===== src/rtl/gsa_pkg.sv =====
package gsa_pkg;

    // sizes
    localparam int SLOTS     = 8192;
    localparam int TYPES     = 8;
    localparam int GEN_BITS  = 16;
    localparam int SLOT_W    = $clog2(SLOTS);
    localparam int DEPTH_W   = $clog2(SLOTS + 1);
    localparam int TYPE_W    = 3;
    localparam int TIDX_W    = (TYPES > 1) ? $clog2(TYPES) : 1;
    localparam int CNT_W     = 14;
    localparam int CFG_W     = 14;
    localparam int ACT_W     = 2;
    localparam int STAT_W    = 3;
    localparam int UNIT_W    = (GEN_BITS > DEPTH_W) ?
                               ((GEN_BITS > CNT_W) ? GEN_BITS : CNT_W) :
                               ((DEPTH_W > CNT_W) ? DEPTH_W : CNT_W);
    localparam int CAP_RESET = 6000;
    localparam int CAP_INIT  = (CAP_RESET < SLOTS) ? CAP_RESET : SLOTS;

    // action codes
    localparam logic [ACT_W-1:0] ACT_ADD = 2'd0;
    localparam logic [ACT_W-1:0] ACT_DEL = 2'd1;

    // status codes
    localparam logic [STAT_W-1:0] ST_OK     = 3'd0;
    localparam logic [STAT_W-1:0] ST_RANGE  = 3'd1;
    localparam logic [STAT_W-1:0] ST_STALE  = 3'd2;
    localparam logic [STAT_W-1:0] ST_TYPE   = 3'd3;
    localparam logic [STAT_W-1:0] ST_NOSLOT = 3'd4;
    localparam logic [STAT_W-1:0] ST_FULL   = 3'd5;

    typedef logic [TYPE_W-1:0]   t_type;
    typedef logic [SLOT_W-1:0]   t_slot;
    typedef logic [GEN_BITS-1:0] t_gen;
    typedef logic [DEPTH_W-1:0]  t_depth;
    typedef logic [CNT_W-1:0]    t_count;
    typedef logic [UNIT_W-1:0]   t_unit;

    typedef struct packed {
        logic [ACT_W-1:0] action;
        t_type            entity_type;
        t_slot            slot;
        t_gen             generation;
    } t_req;

    typedef struct packed {
        logic [STAT_W-1:0] status;
        t_slot             out_slot;
        t_gen              out_generation;
        t_type             out_type;
        t_slot             position_in_type;
    } t_rsp;

    // one entry of the per-slot store
    typedef struct packed {
        t_type etype;
        t_gen  gen;
        t_slot pos;
    } t_slot_word;

    typedef struct packed {
        logic       slot_we;
        t_slot      slot_waddr;
        t_slot_word slot_wdata;
        t_slot      slot_raddr;
        logic       stk_we;
        t_slot      stk_waddr;
        t_slot      stk_wdata;
        t_slot      stk_raddr;
    } t_mem_req;

    typedef struct packed {
        t_unit a;
        t_unit b;
        logic  sub;
    } t_alu_req;

    typedef struct packed {
        t_unit sum;
        logic  lt;
    } t_alu_rsp;

    function automatic logic type_ok(t_type t);
        return 32'(t) < TYPES;
    endfunction

endpackage


===== src/rtl/gsa_alu.sv =====
module gsa_alu (
    input  gsa_pkg::t_alu_req i_req,
    output gsa_pkg::t_alu_rsp o_rsp
);
    import gsa_pkg::*;

    logic [UNIT_W:0] w_full;
    t_unit           w_b;

    // one adder: a + b, or a - b with borrow giving a < b
    assign w_b    = i_req.sub ? ~i_req.b : i_req.b;
    assign w_full = {1'b0, i_req.a} + {1'b0, w_b} + {{UNIT_W{1'b0}}, i_req.sub};
    assign o_rsp.sum = w_full[UNIT_W-1:0];
    assign o_rsp.lt  = i_req.sub & ~w_full[UNIT_W];

endmodule


===== config.mk =====
export PLATFORM = sky130hd
export DESIGN_NAME = gsa_alu
export DESIGN_NICKNAME = d
export VERILOG_FILES = /design/src/rtl/gsa_pkg.sv /design/src/rtl/gsa_alu.sv
export SDC_FILE = /design/constraint.sdc
export NUM_CORES = 1
export LEC_CHECK = 0
export BUFFER_PORTS_ARGS = -buffer_cell sky130_fd_sc_hd__buf_4
export CORE_MARGIN = 2
export CORE_UTILIZATION = 35
export DETAILED_ROUTE_END_ITERATION = 10
export PLACE_DENSITY = 0.65
export SYNTH_ARGS = -nofsm -noshare
export SYNTH_HDL_FRONTEND = slang
export SYNTH_SLANG_ARGS = --single-unit

===== constraint.sdc =====
create_clock -name vclk -period 2.55
set_input_delay 0 -clock vclk [all_inputs]
set_output_delay 0 -clock vclk [all_outputs]
set_load 0.01 [all_outputs]

==> results.json <==
{
  "cp-start-kind": "input port",
  "synth_cells": 116,
  "nNetsFinal": 214,
  "synth_nets": 165,
  "final.setup.tns_ns": 0,
  "drt_iter0_markers": 15,
  "cp_cell_sequence": "buf_4, mux2_4, fa_1, a21o_1, a221oi_2, o21ai_1, a41oi_2, xnor2_1, buf_4",
  "cpMostUsedCell": "buf_4",
  "grt_util_met1_pct": 20.51,
  "min_period_ns": 2.144,
  "finalPower_w": 0.0005297,
  "setup_viol": 0,
  "drc_errors": 0,
  "maxCapViolCount": 0,
  "synthToLayoutAreaGrowth_pct": 42.26,
  "vias": 1008,
  "wire_per_inst_um": 11.64,
  "met2_usage_pct": 25.00,
  "synth_area_sq_um": 929.6,
  "die-area_sq_um": 3084,
  "grtUsageMet3_pct": 0.7026,
  "viasPerCell": 5.223,
  "ir_worst_vdd_uv": 231.9,
  "io_pins": 50,
  "num_rows": 18,
  "holdBufCountCts": 0,
  "track_usage_pct": 14.30,
  "antenna_found_initial": 0,
  "place.gp.congestion": 0.8041,
  "grt_pass1_wl_um": 3905,
  "hpwl_um": 1935,
  "portBuffers": 50,
  "final_antenna_net_count": 0,
  "rsz0062_at_grt": "false",
  "status": "complete, no violations",
  "slew_headroom_pct": 79.01,
  "seq_area_frac_synth_pct": 0,
  "slew_violations": 0,
  "path_class": "in2out",
  "fmaxAchievable_mhz": 466.4,
  "core_area_sq_um": 2500,
  "die_w_um": 55.54,
  "yosysTopAreaCellShare_pct": 20.19,
  "start_util_pct": 37.19,
  "fill_cells": 246,
  "yosys_warnings": 0,
  "grt-ovfl-total": 0,
  "dr.pass1.iters": 4,
  "busiest_layer": "met2",
  "multiInputGateArea_sq_um": 890.9,
  "drive_gt1_share_pct": 34.36,
  "holdCritPathClass": "in2out",
  "crit_path_end_kind": "output pin",
  "syn_area_per_cell_sq_um": 8.014,
  "cp.required_ns": 2.55,
  "cp.arrival_ns": 2.14,
  "routed_wl_um": 2247,
  "leakagePower_nw": 0.6776,
  "cts.repair.resized": 0,
  "clock_buffers": 0,
  "final_hold_viol_count": 0,
  "p_per_area_nw_per_um2": 400.5,
  "worstMarginPinSlew_ns": 0.3148,
  "post-route-period-util_pct": 84.08,
  "worstPathMaxFanout": 17,
  "slowest_delay_ns": 0.40,
  "grt_pass1_vias": 894,
  "design.seq.count": 0,
  "slowest_stage": "fa_1",
  "ys_types": 36,
  "diodes": 0,
  "synth_top_cell_by_area": "ha_1",
  "ff_latch_area_sq_um": 0,
  "grt_start_max_net_pins": 18,
  "post-cts-setup-buffer-count": 0,
  "synth_area_leaders": "ha_1, xor2_1, xnor2_1",
  "die_h_um": 55.54
}
logic make-up (layout without fill, tap and decap cells):
family / after synthesis / in the layout / share of synthesized area [%]
AO/OA/AOI/OAI: 36 / 36 / 28.67
XOR/XNOR: 29 / 29 / 27.32
adder cells (fa/ha/maj): 16 / 16 / 22.34
buffers and inverters: 8 / 55 / 4.172
multiplexers: 1 / 1 / 1.615
AND/OR/NAND/NOR: 26 / 26 / 15.88
cells in the final DEF (no fill, tap or decap), drive strengths merged:
cell type,synthesis,layout
a21oi,8,8
a21boi,1,1
a32oi,2,2
o21bai,1,1
nand4,2,2
and4,1,1
and3,3,3
a41oi,1,1
a21o,8,8
a31oi,2,2
nor3,1,1
xnor2,9,9
and4b,1,1
nor2,6,6
nand2,7,7
fa,1,1
inv,5,5
nand3,1,1
a221oi,2,2
buf,2,50
or4,1,1
o311ai,2,2
o21ai,7,7
xor2,20,20
nor3b,1,1
o211ai,1,1
ha,15,15
mux2,1,1
a221o,1,1
nand2b,2,2
worst max-delay path, delay by kind of cell:
family / cells / cell delay [ns]
XOR/XNOR: 1 / 0.14
adder cells (fa/ha/maj): 1 / 0.40
AO/OA/AOI/OAI: 4 / 0.95
buffers and inverters: 2 / 0.34
multiplexers: 1 / 0.31
layer usage:
layer	share of wire (%)	vias up
li1	-	523
met1	47	450
met2	48	35
met3	4.9	0
met4	0	0
met5	0	-
synth_stat cells (2+ instances only):
library cell and count:
xor2_1 20, a21o_1 8, a31oi_1 2, o21ai_0 5, nor2_1 6, nand2b_1 2
xnor2_1 9, and3_1 3, ha_1 15, a21oi_1 8, nand2_1 7, nand4_1 2
inv_1 5, a32oi_1 2
per-stage QoR:
step	hold slack [ns]	area, sq um	worst slack [ns]	std cells	utilization, %
2_1_floorplan	0.07601	929.6	0.5806	116	-
3_3_place_gp	0.2793	1323	0.4350	193	52.90
3_5_place_dp	0.2853	1323	0.4056	193	52.90
4_1_cts	0.2851	1323	0.3948	193	52.90
5_1_grt	0.2897	1323	0.2884	193	52.90
6_report	0.2812	1323	0.4059	193	52.90
final timing paths:
path  slack [ns]   endpoint  cells after the start      start
min         0.28   o_rsp[1]                      3  i_req[17]
max         0.41  o_rsp[15]                      9   i_req[0]
report_power, final:
| part | total (W) | internal (W) | switching, W |
|---|---|---|---|
| clock network | 0 | 0 | 0 |
| logic | 0.000530 | 0.000271 | 0.000259 |
| registers | 0 | 0 | 0 |
area by class of cell:
type                       instances  share of cell area (%)
timing repair buffer              50                   28.38
multi-input combinational        108                   67.36
tap                               30                   2.838
inverter                           5                   1.419
(Power assumes the default switching activity.)
